$ cat config.mk
export PLATFORM = sky130hd
export DESIGN_NAME = remote_frame_median_filter
export DESIGN_NICKNAME = d
export VERILOG_FILES = /design/src/rtl/core/rfm_pkg.sv /design/src/rtl/core/rfm_lane.sv /design/src/rtl/core/rfm_merge.sv /design/src/rtl/core/remote_frame_median_filter.sv
export SDC_FILE = /design/constraint.sdc
export NUM_CORES = 1
export LEC_CHECK = 0
export ABC_AREA = 1
export BUFFER_PORTS_ARGS = -buffer_cell sky130_fd_sc_hd__buf_2
export CAP_MARGIN = 5
export CORE_ASPECT_RATIO = 2
export CORE_MARGIN = 1.5
export CORE_UTILIZATION = 50
export DETAILED_ROUTE_END_ITERATION = 7
export GPL_ROUTABILITY_DRIVEN = 0
export PLACE_DENSITY = 0.67
export SYNTH_ARGS = -nofsm -noshare
export SYNTH_HDL_FRONTEND = slang
export SYNTH_HIERARCHICAL = 1
export SYNTH_SLANG_ARGS = --single-unit
$ cat constraint.sdc
create_clock -name clk -period 10.98 [get_ports clk]
set_input_delay 1.647 -clock clk [delete_from_list [all_inputs] [get_ports clk]]
set_output_delay 1.647 -clock clk [all_outputs]
set_load 0.02 [all_outputs]
$ cat src/rtl/core/rfm_pkg.sv
// Shared types and constants for the remote frame median filter.
// No dependencies; imported by every module of the block.
`default_nettype none
package rfm_pkg;

  localparam int AXIS_W       = 8;
  localparam int BTN_W        = 8;
  localparam int BUTTON_COUNT = 8;
  localparam int CODE_W       = 8;
  localparam int LIMIT_W      = 16;
  localparam int CFG_DATA_W   = 16;
  localparam int CFG_IDX_W    = 1;
  localparam int WINDOW_DEF   = 5;

  localparam logic [CFG_IDX_W-1:0] CFG_START_CODE = 1'd0;
  localparam logic [CFG_IDX_W-1:0] CFG_LOSS_LIMIT = 1'd1;

  localparam logic [CODE_W-1:0]  START_CODE_RST = 8'd0;
  localparam logic [LIMIT_W-1:0] LOSS_LIMIT_RST = 16'd100;
  localparam logic [LIMIT_W-1:0] TICK_CNT_MAX   = 16'hFFFF;

  localparam logic [AXIS_W-1:0] AXIS_MAX_RAW = 8'd200;
  localparam logic [AXIS_W-1:0] AXIS_CENTRE  = 8'd100;

  localparam logic CMD_FRAME = 1'b0;

  typedef enum logic [2:0] {
    S_IDLE,
    S_MED0,
    S_MERGE0,
    S_MERGE1,
    S_OUT
  } state_t;

endpackage
`default_nettype wire

$ cat src/rtl/core/rfm_lane.sv
// Median lane: rank test of one window entry against the whole window.
// Depends on rfm_pkg.
`default_nettype none
module rfm_lane #(
  parameter int WINDOW = rfm_pkg::WINDOW_DEF
) (
  input  logic signed [rfm_pkg::AXIS_W-1:0] cand_i,
  input  logic signed [rfm_pkg::AXIS_W-1:0] win_i [WINDOW],
  output logic                              qual_o
);
  import rfm_pkg::*;

  localparam int CNT_W = $clog2(WINDOW + 1);

  logic [CNT_W:0] higher;
  logic [CNT_W:0] lower;
  logic [CNT_W:0] same;

  always_comb begin
    higher = '0;
    lower  = '0;
    same   = '0;
    for (int j = 0; j < WINDOW; j++) begin
      if (cand_i < win_i[j]) begin
        higher = higher + (CNT_W+1)'(1);
      end else if (cand_i > win_i[j]) begin
        lower = lower + (CNT_W+1)'(1);
      end else begin
        same = same + (CNT_W+1)'(1);
      end
    end
    // |higher - lower| < same
    qual_o = (higher < lower + same) && (lower < higher + same);
  end

endmodule
`default_nettype wire

$ cat src/rtl/core/rfm_merge.sv
// Merge stage: picks the lowest-slot entry whose lane qualified, else zero.
// Depends on rfm_pkg.
`default_nettype none
module rfm_merge #(
  parameter int WINDOW = rfm_pkg::WINDOW_DEF
) (
  input  logic [WINDOW-1:0]                 qual_i,
  input  logic signed [rfm_pkg::AXIS_W-1:0] win_i [WINDOW],
  output logic signed [rfm_pkg::AXIS_W-1:0] median_o
);
  import rfm_pkg::*;

  logic found;

  always_comb begin
    median_o = '0;
    found    = 1'b0;
    for (int i = 0; i < WINDOW; i++) begin
      if (qual_i[i] && !found) begin
        median_o = win_i[i];
        found    = 1'b1;
      end
    end
  end

endmodule
`default_nettype wire

$ cat src/rtl/core/remote_frame_median_filter.sv
// Remote frame median filter top level: history, control sequencer, lanes.
// Depends on rfm_pkg, rfm_lane, rfm_merge.
//
// Usage:
//   Input channel (in_*): one beat per received frame (command 0) or per
//   empty poll tick (command 1). Output channel (out_*): exactly one beat per
//   input beat, in order, carrying the held medians, voted buttons, a change
//   flag and the link status after that item.
//   Configuration (cfg_*): write start code (index 0) or loss limit (index 1)
//   while the block is idle.
// Timing:
//   History is written at the accept edge. An accepted frame with a matching
//   start byte while the link is not lost then passes lane ranking of axis 0,
//   ranking of axis 1 with merge of axis 0, merge of axis 1 with button vote,
//   and output load. Any other item goes straight to output load, which waits
//   while the output register holds a stalled beat. One item is in work at a
//   time; the next is taken the cycle after the output register is loaded.
//   The WINDOW lanes rank all entries of one axis in parallel per cycle.
// Reset: synchronous, clears history, counters, link flags, held values and
//   configuration (start code 0, loss limit 100).
// Stall: a finished result waits in the output register; a following item
//   is still accepted and waits before its output load until that beat goes.
`default_nettype none
module remote_frame_median_filter #(
  parameter int WINDOW = rfm_pkg::WINDOW_DEF
) (
  input  logic                                 clk,
  input  logic                                 rst_n,
  input  logic                                 cfg_we,
  input  logic [rfm_pkg::CFG_IDX_W-1:0]        cfg_index,
  input  logic [rfm_pkg::CFG_DATA_W-1:0]       cfg_data,
  input  logic                                 in_valid,
  output logic                                 in_stall,
  input  logic                                 in_command,
  input  logic [7:0]                           in_lead_byte,
  input  logic [7:0]                           in_left_axis_byte,
  input  logic [7:0]                           in_right_axis_byte,
  input  logic [7:0]                           in_face_button_byte,
  input  logic [7:0]                           in_shoulder_button_byte,
  output logic                                 out_valid,
  input  logic                                 out_stall,
  output logic signed [rfm_pkg::AXIS_W-1:0]    out_left_axis_median,
  output logic signed [rfm_pkg::AXIS_W-1:0]    out_right_axis_median,
  output logic [rfm_pkg::BTN_W-1:0]            out_button_states,
  output logic                                 out_values_changed,
  output logic                                 out_link_active
);
  import rfm_pkg::*;

  localparam int SLOT_W = (WINDOW > 1) ? $clog2(WINDOW) : 1;
  localparam int CNT_W  = $clog2(WINDOW + 1);
  localparam logic [SLOT_W-1:0] SLOT_LAST = SLOT_W'(WINDOW - 1);

  state_t state_r, state_nxt;

  logic [CODE_W-1:0]  start_code_r;
  logic [LIMIT_W-1:0] loss_limit_r;

  logic signed [AXIS_W-1:0] left_hist_r  [WINDOW];
  logic signed [AXIS_W-1:0] right_hist_r [WINDOW];
  logic [WINDOW-1:0]        btn_hist_r   [BUTTON_COUNT];
  logic [SLOT_W-1:0]        slot_r;
  logic [LIMIT_W-1:0]       tick_cnt_r;
  logic                     lost_r;
  logic                     ever_r;

  logic signed [AXIS_W-1:0] held_left_r;
  logic signed [AXIS_W-1:0] held_right_r;
  logic [BTN_W-1:0]         held_btn_r;
  logic signed [AXIS_W-1:0] med_left_r;
  logic                     changed_r;
  logic [WINDOW-1:0]        qual_r;

  logic                     out_valid_r;
  logic signed [AXIS_W-1:0] out_left_r;
  logic signed [AXIS_W-1:0] out_right_r;
  logic [BTN_W-1:0]         out_btn_r;
  logic                     out_chg_r;
  logic                     out_act_r;

  logic               in_acc;
  logic               frame;
  logic               live;
  logic               good;
  logic               tick;
  logic               lose;
  logic [LIMIT_W-1:0] tick_cnt_inc;
  logic               out_free;
  logic [BUTTON_COUNT-1:0] btn_new;
  logic [BUTTON_COUNT-1:0] btn_vote;
  logic [CNT_W:0]          btn_cnt [BUTTON_COUNT];

  logic signed [AXIS_W-1:0] lane_win  [WINDOW];
  logic signed [AXIS_W-1:0] merge_win [WINDOW];
  logic [WINDOW-1:0]        lane_qual;
  logic signed [AXIS_W-1:0] merge_med;
  logic                     med_chg;

  // Accept-time decode
  always_comb begin
    in_acc       = in_valid && !in_stall;
    frame        = (in_command == CMD_FRAME);
    live         = !lost_r && (ever_r || frame);
    good         = live && frame && (in_lead_byte == start_code_r);
    tick         = live && !frame;
    tick_cnt_inc = (tick_cnt_r == TICK_CNT_MAX) ? tick_cnt_r : tick_cnt_r + LIMIT_W'(1);
    lose         = tick && (tick_cnt_inc > loss_limit_r);
    out_free     = !out_valid_r || !out_stall;
    for (int k = 0; k < 4; k++) begin
      btn_new[k]     = in_face_button_byte[7-2*k] & ~in_face_button_byte[6-2*k];
      btn_new[k + 4] = in_shoulder_button_byte[7-2*k] & ~in_shoulder_button_byte[6-2*k];
    end
  end

  // Lanes rank axis 0 in S_MED0, axis 1 in S_MERGE0
  always_comb begin
    for (int i = 0; i < WINDOW; i++) begin
      lane_win[i]  = (state_r == S_MERGE0) ? right_hist_r[i] : left_hist_r[i];
      merge_win[i] = (state_r == S_MERGE1) ? right_hist_r[i] : left_hist_r[i];
    end
  end

  for (genvar gi = 0; gi < WINDOW; gi++) begin : g_lane
    rfm_lane #(
      .WINDOW (WINDOW)
    ) u_lane (
      .cand_i (lane_win[gi]),
      .win_i  (lane_win),
      .qual_o (lane_qual[gi])
    );
  end

  rfm_merge #(
    .WINDOW (WINDOW)
  ) u_merge (
    .qual_i   (qual_r),
    .win_i    (merge_win),
    .median_o (merge_med)
  );

  // Button majority
  always_comb begin
    for (int b = 0; b < BUTTON_COUNT; b++) begin
      btn_cnt[b] = '0;
      for (int i = 0; i < WINDOW; i++) begin
        btn_cnt[b] = btn_cnt[b] + (CNT_W+1)'(btn_hist_r[b][i]);
      end
      btn_vote[b] = ({btn_cnt[b], 1'b0} > (CNT_W+2)'(WINDOW));
    end
    med_chg = (med_left_r != held_left_r) || (merge_med != held_right_r) ||
              (btn_vote != held_btn_r);
  end

  always_comb begin
    state_nxt = state_r;
    case (state_r)
      S_IDLE: begin
        if (in_acc) begin
          state_nxt = good ? S_MED0 : S_OUT;
        end
      end
      S_MED0:   state_nxt = S_MERGE0;
      S_MERGE0: state_nxt = S_MERGE1;
      S_MERGE1: state_nxt = S_OUT;
      S_OUT: begin
        if (out_free) begin
          state_nxt = S_IDLE;
        end
      end
      default:  state_nxt = S_IDLE;
    endcase
  end

  always_ff @(posedge clk) begin
    if (!rst_n) begin
      state_r      <= S_IDLE;
      start_code_r <= START_CODE_RST;
      loss_limit_r <= LOSS_LIMIT_RST;
      for (int i = 0; i < WINDOW; i++) begin
        left_hist_r[i]  <= '0;
        right_hist_r[i] <= '0;
      end
      for (int b = 0; b < BUTTON_COUNT; b++) begin
        btn_hist_r[b] <= '0;
      end
      slot_r       <= '0;
      tick_cnt_r   <= '0;
      lost_r       <= 1'b0;
      ever_r       <= 1'b0;
      held_left_r  <= '0;
      held_right_r <= '0;
      held_btn_r   <= '0;
      changed_r    <= 1'b0;
      out_valid_r  <= 1'b0;
    end else begin
      state_r <= state_nxt;

      if (cfg_we) begin
        case (cfg_index)
          CFG_START_CODE: start_code_r <= cfg_data[CODE_W-1:0];
          CFG_LOSS_LIMIT: loss_limit_r <= cfg_data[LIMIT_W-1:0];
          default: ;
        endcase
      end

      if (in_acc) begin
        changed_r <= 1'b0;
        if (live) begin
          ever_r <= 1'b1;
        end
        if (good) begin
          tick_cnt_r <= '0;
          if (in_left_axis_byte <= AXIS_MAX_RAW) begin
            left_hist_r[slot_r] <= in_left_axis_byte - AXIS_CENTRE;
          end
          if (in_right_axis_byte <= AXIS_MAX_RAW) begin
            right_hist_r[slot_r] <= in_right_axis_byte - AXIS_CENTRE;
          end
          for (int b = 0; b < BUTTON_COUNT; b++) begin
            btn_hist_r[b][slot_r] <= btn_new[b];
          end
          slot_r <= (slot_r == SLOT_LAST) ? '0 : slot_r + SLOT_W'(1);
        end
        if (tick) begin
          tick_cnt_r <= tick_cnt_inc;
        end
        if (lose) begin
          lost_r <= 1'b1;
          for (int i = 0; i < WINDOW; i++) begin
            left_hist_r[i]  <= '0;
            right_hist_r[i] <= '0;
          end
          for (int b = 0; b < BUTTON_COUNT; b++) begin
            btn_hist_r[b] <= '0;
          end
        end
      end

      if (state_r == S_MERGE1) begin
        held_left_r  <= med_left_r;
        held_right_r <= merge_med;
        held_btn_r   <= btn_vote;
        changed_r    <= med_chg;
      end

      if (state_r == S_OUT && out_free) begin
        out_valid_r <= 1'b1;
      end else if (out_valid_r && !out_stall) begin
        out_valid_r <= 1'b0;
      end
    end
  end

  // Payload registers
  always_ff @(posedge clk) begin
    if (state_r == S_MED0 || state_r == S_MERGE0) begin
      qual_r <= lane_qual;
    end
    if (state_r == S_MERGE0) begin
      med_left_r <= merge_med;
    end
    if (state_r == S_OUT && out_free) begin
      out_left_r  <= held_left_r;
      out_right_r <= held_right_r;
      out_btn_r   <= held_btn_r;
      out_chg_r   <= changed_r;
      out_act_r   <= ever_r && !lost_r;
    end
  end

  assign in_stall              = (state_r != S_IDLE);
  assign out_valid             = out_valid_r;
  assign out_left_axis_median  = out_left_r;
  assign out_right_axis_median = out_right_r;
  assign out_button_states     = out_btn_r;
  assign out_values_changed    = out_chg_r;
  assign out_link_active       = out_act_r;

  a_lost_implies_seen: assert property (@(posedge clk) disable iff (!rst_n)
    lost_r |-> ever_r)
    else $error("link lost without ever connecting");

  a_lost_sticky: assert property (@(posedge clk) disable iff (!rst_n)
    lost_r |=> lost_r)
    else $error("link lost flag cleared outside reset");

  a_slot_range: assert property (@(posedge clk) disable iff (!rst_n)
    slot_r <= SLOT_LAST)
    else $error("write slot beyond window");

  a_no_change_when_down: assert property (@(posedge clk) disable iff (!rst_n)
    (out_valid_r && !out_act_r) |-> !out_chg_r)
    else $error("change reported while link inactive");

endmodule
`default_nettype wire

==> results of run 1 <==
[cells in the final DEF, fill, tap and decap left out, types with 17 or more instances in the layout]
cell / netlist / routed
sky130_fd_sc_hd__nand2_1: 745 / 745
sky130_fd_sc_hd__ha_1: 341 / 341
sky130_fd_sc_hd__buf_2: 7 / 90
sky130_fd_sc_hd__nand2_2: 48 / 48
sky130_fd_sc_hd__inv_1: 628 / 627
sky130_fd_sc_hd__buf_4: 4 / 48
sky130_fd_sc_hd__fa_1: 26 / 26
sky130_fd_sc_hd__nand3_1: 177 / 177
sky130_fd_sc_hd__xnor2_1: 32 / 32
sky130_fd_sc_hd__nand3_2: 19 / 19
sky130_fd_sc_hd__a31oi_1: 17 / 17
sky130_fd_sc_hd__xor2_1: 51 / 51
sky130_fd_sc_hd__a21oi_1: 157 / 157
sky130_fd_sc_hd__a21o_1: 18 / 18
sky130_fd_sc_hd__nor2_2: 31 / 33
sky130_fd_sc_hd__nand4_1: 50 / 50
sky130_fd_sc_hd__inv_2: 34 / 35
sky130_fd_sc_hd__o21ai_0: 154 / 154
sky130_fd_sc_hd__edfxtp_1: 139 / 139
sky130_fd_sc_hd__dfxtp_1: 94 / 94
sky130_fd_sc_hd__clkbuf_16: 0 / 23
sky130_fd_sc_hd__nor2_1: 308 / 306
[worst max-delay path, delay by kind of cell (launching register included)]
kind / cells / cell delay [ns]
AOI/OAI and AO/OA: 6 / 1.96
and+or+nand+nor: 22 / 1.92
adders and majority gates: 6 / 1.67
buffers and inverters: 10 / 1.27
DFF: 1 / 0.36
xor gates and xnor gates: 1 / 0.12
[state kept, by name, summed over array words and instances (netlist names), 5 cells and up]
name,flops
held_btn_r,8
held_right_r,8
left_hist_r,40
right_hist_r,40
out_button_states,8
tick_cnt_r,16
out_right_axis_median,8
start_code_r,8
out_left_axis_median,8
btn_hist_r,40
loss_limit_r,16
held_left_r,8
med_left_r,8
qual_r,5
[layout make-up]
class | count | area [um2]
clock buffers | 26 | 587
clock inverters | 16 | 138
fillers | 4344 | 20500
inverters | 666 | 2500
multi-input cells | 2311 | 14400
flip-flops and latches | 233 | 6060
well taps | 565 | 707
repair buffers | 138 | 811
[path summary, 6_finish.rpt]
path                                 from                      endpoint  slack [ns]
hold reg to reg    changed_r$_SDFFE_PN0P_  out_values_changed$_DFFE_PP_        0.44
setup reg to reg  state_r[1]$_SDFFE_PN0P_           qual_r[0]$_DFFE_PP_        3.52
setup / recovery  state_r[1]$_SDFFE_PN0P_           qual_r[0]$_DFFE_PP_        3.52
hold / removal     changed_r$_SDFFE_PN0P_  out_values_changed$_DFFE_PP_        0.44
[stage by stage]
step,cells,power (mW),util,hold slack [ns]
5_1_grt,3955,3.06,0.551,0.447
3_3_place_gp,3913,2.03,0.535,0.428
3_5_place_dp,3913,2.08,0.535,0.425
4_1_cts,3955,2.86,0.551,0.437
6_report,3955,2.84,0.551,0.440
2_1_floorplan,3257,1.81,-,0.408
[per-layer routing]
metal,wire (um),track usage
met5,0,0
met4,5130,0.195
met3,1950,0.0240
met2,34300,0.544
met1,20400,0.230
[synth_stat cells, drive strengths merged, types with 6 or more instances]
library cell / count
a211o: 6
a21o: 18
a21oi: 163
a31oi: 17
buf: 14
clkbuf: 33
dfxtp: 94
edfxtp: 139
fa: 26
ha: 341
inv: 663
nand2: 803
nand3: 200
nand3b: 14
nand4: 54
nor2: 349
nor3: 18
nor4: 8
o21a: 9
o21ai: 171
o21bai: 14
xnor2: 32
xor2: 52
[logic make-up after synthesis]
logic type | count (synthesis) | share of synthesized area
buffers and inverters | 713 | 0.117
adders and majority gates | 367 | 0.207
xor gates and xnor gates | 84 | 0.0321
AOI/OAI and AO/OA | 407 | 0.0980
and+or+nand+nor | 1453 | 0.284
DFF | 233 | 0.262
[power breakdown]
| part | internal [mW] | switching [mW] |
|---|---|---|
| sequential | 0.960 | 0.0123 |
| combinational | 0.403 | 0.683 |
| clock | 0.399 | 0.381 |
| total | 1.76 | 1.08 |
==> out/summary.json, run 1 <==
{
  "final.period_utilization": {"value": 0.679},
  "ys_seq_area_frac": {"value": 0.262},
  "worst_hold_path_depth": {"value": 0},
  "synth_top_flop_cell": {"value": "sky130_fd_sc_hd__edfxtp_1"},
  "synth_cell_type_count": {"value": 54},
  "fin_skew": {"value": 0.0547, "unit": "ns"},
  "grt_start_max_net_pins": {"value": 86},
  "clock_path_buffers": {"value": 3},
  "grt_pass1_wl": {"value": 100, "unit": "mm"},
  "n_antenna_cell": {"value": 0},
  "timing.setup.critical_path_class": {"value": "flop to flop"},
  "tritoncts.num_buffers": {"value": 23},
  "detailedPlacementHpwl": {"value": 51.0, "unit": "mm"},
  "postCtsResizedCells": {"value": 0},
  "postCtsSetupRepairBufs": {"value": 0},
  "tritoncts": {"value": "built"},
  "finalWorstSetupSlack": {"value": 3.52, "unit": "ns"},
  "clock.fmax": {"value": 134, "unit": "MHz"},
  "setup-tns-final": {"value": 0, "unit": "ns"},
  "post_dp_cell_area": {"value": 24400, "unit": "um2"},
  "final-hold-violation-count": {"value": 0},
  "worstPathRequired": {"value": 11.42, "unit": "ns"},
  "drive_above_1_share": {"value": 0.106},
  "final-max-slew-violation-count": {"value": 0},
  "setup.worst_path.end_class": {"value": "flop"},
  "worst_ir_drop_vdd": {"value": 0.137, "unit": "mV"},
  "top_cells_by_area_in_the_synthesized_netlist": {"value": "sky130_fd_sc_hd__ha_1 (18%), sky130_fd_sc_hd__edfxtp_1 (18%), sky130_fd_sc_hd__nand2_1 (12%)"},
  "routed_wirelength": {"value": 61.8, "unit": "mm"},
  "synth-async-reset-ratio": {"value": 0},
  "finalInstanceArea": {"value": 25200, "unit": "um2"},
  "syn_to_final_growth": {"value": 8.84, "unit": "%"},
  "die_area": {"value": 47600, "unit": "um2"},
  "dieHeight": {"value": 307, "unit": "um"},
  "floorplan.initialDensity": {"value": 0.506},
  "ys_seq_elements": {"value": 233},
  "detailedRoute.firstIterationViolations": {"value": 910},
  "status": {"value": "completed"},
  "power.density": {"value": 113, "unit": "nW/um2"},
  "grt_pass1_vias": {"value": 21300},
  "chipWidth": {"value": 155, "unit": "um"},
  "cts.htree.levels": {"value": 1},
  "insertion_delay": {"value": 0.57, "unit": "ns"},
  "postSynthNetCount": {"value": 3687},
  "port_buffers": {"value": 90},
  "overflow": {"value": 0},
  "core_area": {"value": 45700, "unit": "um2"},
  "firstDrtPassIters": {"value": 5},
  "root_buffer": {"value": "sky130_fd_sc_hd__clkbuf_16"},
  "power.static_leakage": {"value": 13.5, "unit": "nW"},
  "netlist.top_cell.by_area": {"value": "sky130_fd_sc_hd__ha_1"},
  "worstRegToRegCells": {"value": 45},
  "final.min_clock_period": {"value": 7.46, "unit": "ns"},
  "global_route.usage.total": {"value": 0.265},
  "crit_slowest_cell": {"value": "sky130_fd_sc_hd__o21ai_0"},
  "worst_pin_slew": {"value": 1.25, "unit": "ns"},
  "initial_antenna_violation_count": {"value": 0},
  "worstHoldPathType": {"value": "flop to flop"},
  "pre_cts_setup_slack": {"value": 3.61, "unit": "ns"},
  "slew_headroom": {"value": 0.156},
  "placementRows": {"value": 111},
  "clock-sinks": {"value": 233},
  "timing.critical_path.slowest_cell_delay": {"value": 1.05, "unit": "ns"},
  "postRouteAntennaNets": {"value": 0},
  "number_of_remaining_drc_errors": {"value": 0},
  "yosysWarnings": {"value": 6},
  "vias": {"value": 21100},
  "path_common_cell": {"value": "sky130_fd_sc_hd__nand2_1"},
  "clkSlewWorstSetupHoldPaths": {"value": 0.09, "unit": "ns"},
  "netlist_area": {"value": 23100, "unit": "um2"},
  "finalNetCount": {"value": 3803},
  "cp-start-kind": {"value": "flop"},
  "setup_repair_after_global_routing_missed_its_margin": {"value": "no"},
  "post_synth.cell_area_avg": {"value": 7.10, "unit": "um2"},
  "synthDominantCellAreaShare": {"value": 0.185},
  "maxCapViolCount": {"value": 0},
  "post_cts_hold_buffer_count": {"value": 0},
  "arrival": {"value": 7.90, "unit": "ns"},
  "num_io_pins": {"value": 91},
  "worst-path-max-fanout": {"value": 80},
  "synthCells": {"value": 3257},
  "avgViaCountPerCell": {"value": 5.34},
  "synth_edf_count": {"value": 139},
  "timing.final.setup_violations": {"value": 0},
  "drt-wirelength-per-cell": {"value": 15.6, "unit": "um"}
}
Note: power is estimated with default switching activity, not from simulation.
==> run 2, diff against run 1 <==
clock period = 7.03 ns   (was 10.98 ns; I/O delays follow)
==> out/summary.json, run 2 (synthesis gave the netlist of run 1 again) <==
{
  "power.static_leakage": {"value": 13.7, "unit": "nW", "change": "+1.4%"},
  "setup.worst_path.end_class": {"value": "flop"},
  "grt_pass1_vias": {"value": 21700, "change": "+2.1%"},
  "routed_wirelength": {"value": 65.3, "unit": "mm", "change": "+5.7%"},
  "syn_to_final_growth": {"value": 10.3, "unit": "%"},
  "layout_commonest_cell": {"value": "sky130_fd_sc_hd__nand2_1"},
  "worstHoldPathType": {"value": "flop to flop"},
  "root_buffer": {"value": "sky130_fd_sc_hd__clkbuf_16"},
  "num_io_pins": {"value": 91, "change": "unchanged"},
  "setup-tns-final": {"value": 0, "unit": "ns", "change": "unchanged"},
  "cts.htree.levels": {"value": 1, "change": "unchanged"},
  "chipWidth": {"value": 155, "unit": "um", "change": "unchanged"},
  "n_antenna_cell": {"value": 0, "change": "unchanged"},
  "initial_antenna_violation_count": {"value": 0, "change": "unchanged"},
  "firstDrtPassIters": {"value": 7, "change": "+2"},
  "grt_pass1_wl": {"value": 104, "unit": "mm", "change": "+3.9%"},
  "worst_ir_drop_vdd": {"value": 0.220, "unit": "mV", "change": "+60%"},
  "final.min_clock_period": {"value": 6.52, "unit": "ns", "change": "-0.935 ns"},
  "die_area": {"value": 47600, "unit": "um2", "change": "unchanged"},
  "detailedPlacementHpwl": {"value": 54.0, "unit": "mm", "change": "+5.8%"},
  "power.density": {"value": 176, "unit": "nW/um2", "change": "+56%"},
  "clock_path_buffers": {"value": 3, "change": "unchanged"},
  "grt_start_max_net_pins": {"value": 81, "change": "-5.8%"},
  "maxCapViolCount": {"value": 0, "change": "unchanged"},
  "arrival": {"value": 6.91, "unit": "ns", "change": "-0.99 ns"},
  "fin_skew": {"value": 0.0397, "unit": "ns", "change": "-0.0149 ns"},
  "post_cts_hold_buffer_count": {"value": 0, "change": "unchanged"},
  "final_util": {"value": 0.558, "change": "+0.00753"},
  "worstRegToRegCells": {"value": 43, "change": "-4.4%"},
  "report.power.total": {"value": 4.48, "unit": "mW", "change": "+58%"},
  "cp-start-kind": {"value": "flop"},
  "worst-path-max-fanout": {"value": 40, "change": "-50%"},
  "placementRows": {"value": 111, "change": "unchanged"},
  "global_route.usage.total": {"value": 0.278, "change": "+0.0127"},
  "number_of_remaining_drc_errors": {"value": 0, "change": "unchanged"},
  "detailedRoute.firstIterationViolations": {"value": 906, "change": "-0.44%"},
  "share_seq_of_total_power": {"value": 0.339, "change": "-0.003"},
  "reg_top3": {"value": "btn_hist_r x40, left_hist_r x40, right_hist_r x40"},
  "layout.cells.most_common_list": {"value": "sky130_fd_sc_hd__nand2_1 (745), sky130_fd_sc_hd__inv_1 (626), sky130_fd_sc_hd__ha_1 (340)"},
  "tritoncts": {"value": "built"},
  "insertion_delay": {"value": 0.55, "unit": "ns", "change": "-0.02 ns"},
  "worst_hold_path_depth": {"value": 0, "change": "unchanged"},
  "port_buffers": {"value": 90, "change": "unchanged"},
  "timing.critical_path.slowest_cell_delay": {"value": 0.37, "unit": "ns", "change": "-0.68 ns"},
  "timing.setup.critical_path_class": {"value": "flop to flop"},
  "drt-wirelength-per-cell": {"value": 16.4, "unit": "um", "change": "+4.9%"},
  "crit_slowest_cell": {"value": "sky130_fd_sc_hd__dfxtp_1"},
  "path_common_cell": {"value": "sky130_fd_sc_hd__nand2_1"},
  "timing.critical_path.max_delay_family": {"value": "simple AND/OR/NAND/NOR gates"},
  "floorplan.initialDensity": {"value": 0.506, "change": "unchanged"},
  "netSwitchingFraction": {"value": 0.374, "change": "-0.00560"},
  "core_area": {"value": 45700, "unit": "um2", "change": "unchanged"},
  "path_buf_inv": {"value": 9, "change": "-1"},
  "worst_pin_slew": {"value": 1.35, "unit": "ns", "change": "+0.0962 ns"},
  "dieHeight": {"value": 307, "unit": "um", "change": "unchanged"},
  "p_int": {"value": 2.80, "unit": "mW", "change": "+59%"},
  "drive_above_1_share": {"value": 0.117, "change": "+0.0105"},
  "total_switching_power": {"value": 1.67, "unit": "mW", "change": "+56%"},
  "timing.critical_path.depth": {"value": 43, "change": "-4.4%"},
  "share_comb_of_total_power": {"value": 0.390, "change": "+0.007"},
  "final.period_utilization": {"value": 0.928, "change": "+0.249"},
  "setup_repair_after_global_routing_missed_its_margin": {"value": "no"},
  "clock-sinks": {"value": 233, "change": "unchanged"},
  "status": {"value": "completed"},
  "final-max-slew-violation-count": {"value": 0, "change": "unchanged"},
  "overflow": {"value": 0, "change": "unchanged"},
  "final-hold-violation-count": {"value": 0, "change": "unchanged"},
  "tritoncts.num_buffers": {"value": 23, "change": "unchanged"},
  "slew_headroom": {"value": 0.0921, "change": "-0.0636"},
  "worstPathRequired": {"value": 7.41, "unit": "ns", "change": "-4.01 ns"},
  "share_of_power_burned_in_the_clock_network": {"value": 0.271, "change": "-0.004"},
  "clkSlewWorstSetupHoldPaths": {"value": 0.08, "unit": "ns", "change": "about the same"},
  "clock.fmax": {"value": 153, "unit": "MHz", "change": "+14%"},
  "finalNetCount": {"value": 3833, "change": "+0.79%"},
  "avgViaCountPerCell": {"value": 5.36, "change": "+0.42%"},
  "vias": {"value": 21400, "change": "+1.2%"},
  "postRouteAntennaNets": {"value": 0, "change": "unchanged"},
  "timing.final.setup_violations": {"value": 0, "change": "unchanged"}
}
[run 2: metrics by stage]
| step | cells | setup WS, ns | hold slack [ns] | area, um2 |
|---|---|---|---|---|
| floorplan | 3257 | 0.253 | 0.408 | 23100 |
| global placement | 3923 | 0.418 | 0.435 | 24500 |
| finish | 3985 | 0.506 | 0.452 | 25500 |
| CTS | 3966 | 0.198 | 0.443 | 25300 |
| detailed placement | 3924 | 0.220 | 0.423 | 24600 |
| global route | 3985 | 0.0211 | 0.453 | 25500 |
[run 2: cell type report]
class / instances / area, um2
Fill cell: 4356 / 20200
Multi-Input combinational cell: 2311 / 14400
Sequential cell: 233 / 6060
Inverter: 666 / 2510
Timing Repair Buffer: 168 / 1090
Tap cell: 565 / 707
Clock buffer: 29 / 598
Clock inverter: 13 / 116
[run 2: final timing paths]
path / start / slack, ns / to
hold / removal: held_btn_r[4]$_SDFFE_PN0P_ / 0.45 / out_button_states[4]$_DFFE_PP_
setup / recovery: state_r[1]$_SDFFE_PN0P_ / 0.51 / qual_r[0]$_DFFE_PP_
setup reg to reg: state_r[1]$_SDFFE_PN0P_ / 0.51 / qual_r[0]$_DFFE_PP_
hold reg to reg: held_btn_r[4]$_SDFFE_PN0P_ / 0.45 / out_button_states[4]$_DFFE_PP_
[run 2: what timing repair did]
item,CTS,global route
gates resized for setup,0,37
setup endpoints to repair,0,5
buffers inserted,0,18
[run 2: power groups by stage]
stage          clock network, mW  registers (mW)  logic, mW
6_report                    1.21            1.52       1.75
5_1_grt                     1.28            1.52       2.02
4_1_cts                     1.24            1.52       1.74
3_5_place_dp                   0            1.55       1.73
3_3_place_gp                   0            1.55       1.65
2_1_floorplan                  0            1.55       1.27
[run 2: worst reg2reg max path, delay by kind of cell (launching register included)]
family / cells / cell delay (ns)
compound gates: 7 / 1.16
xor+xnor: 1 / 0.12
fa+ha+maj: 6 / 1.73
buf+inv: 9 / 0.94
flops: 1 / 0.37
simple gates: 20 / 2.05
[run 2: routing by layer]
layer	vias to the layer above	GRT usage	part of all wire
met4	0	0.217	0.089
met1	9860	0.234	0.32
met2	545	0.570	0.56
li1	10700	-	-
met5	-	0	0
met3	261	0.0280	0.034
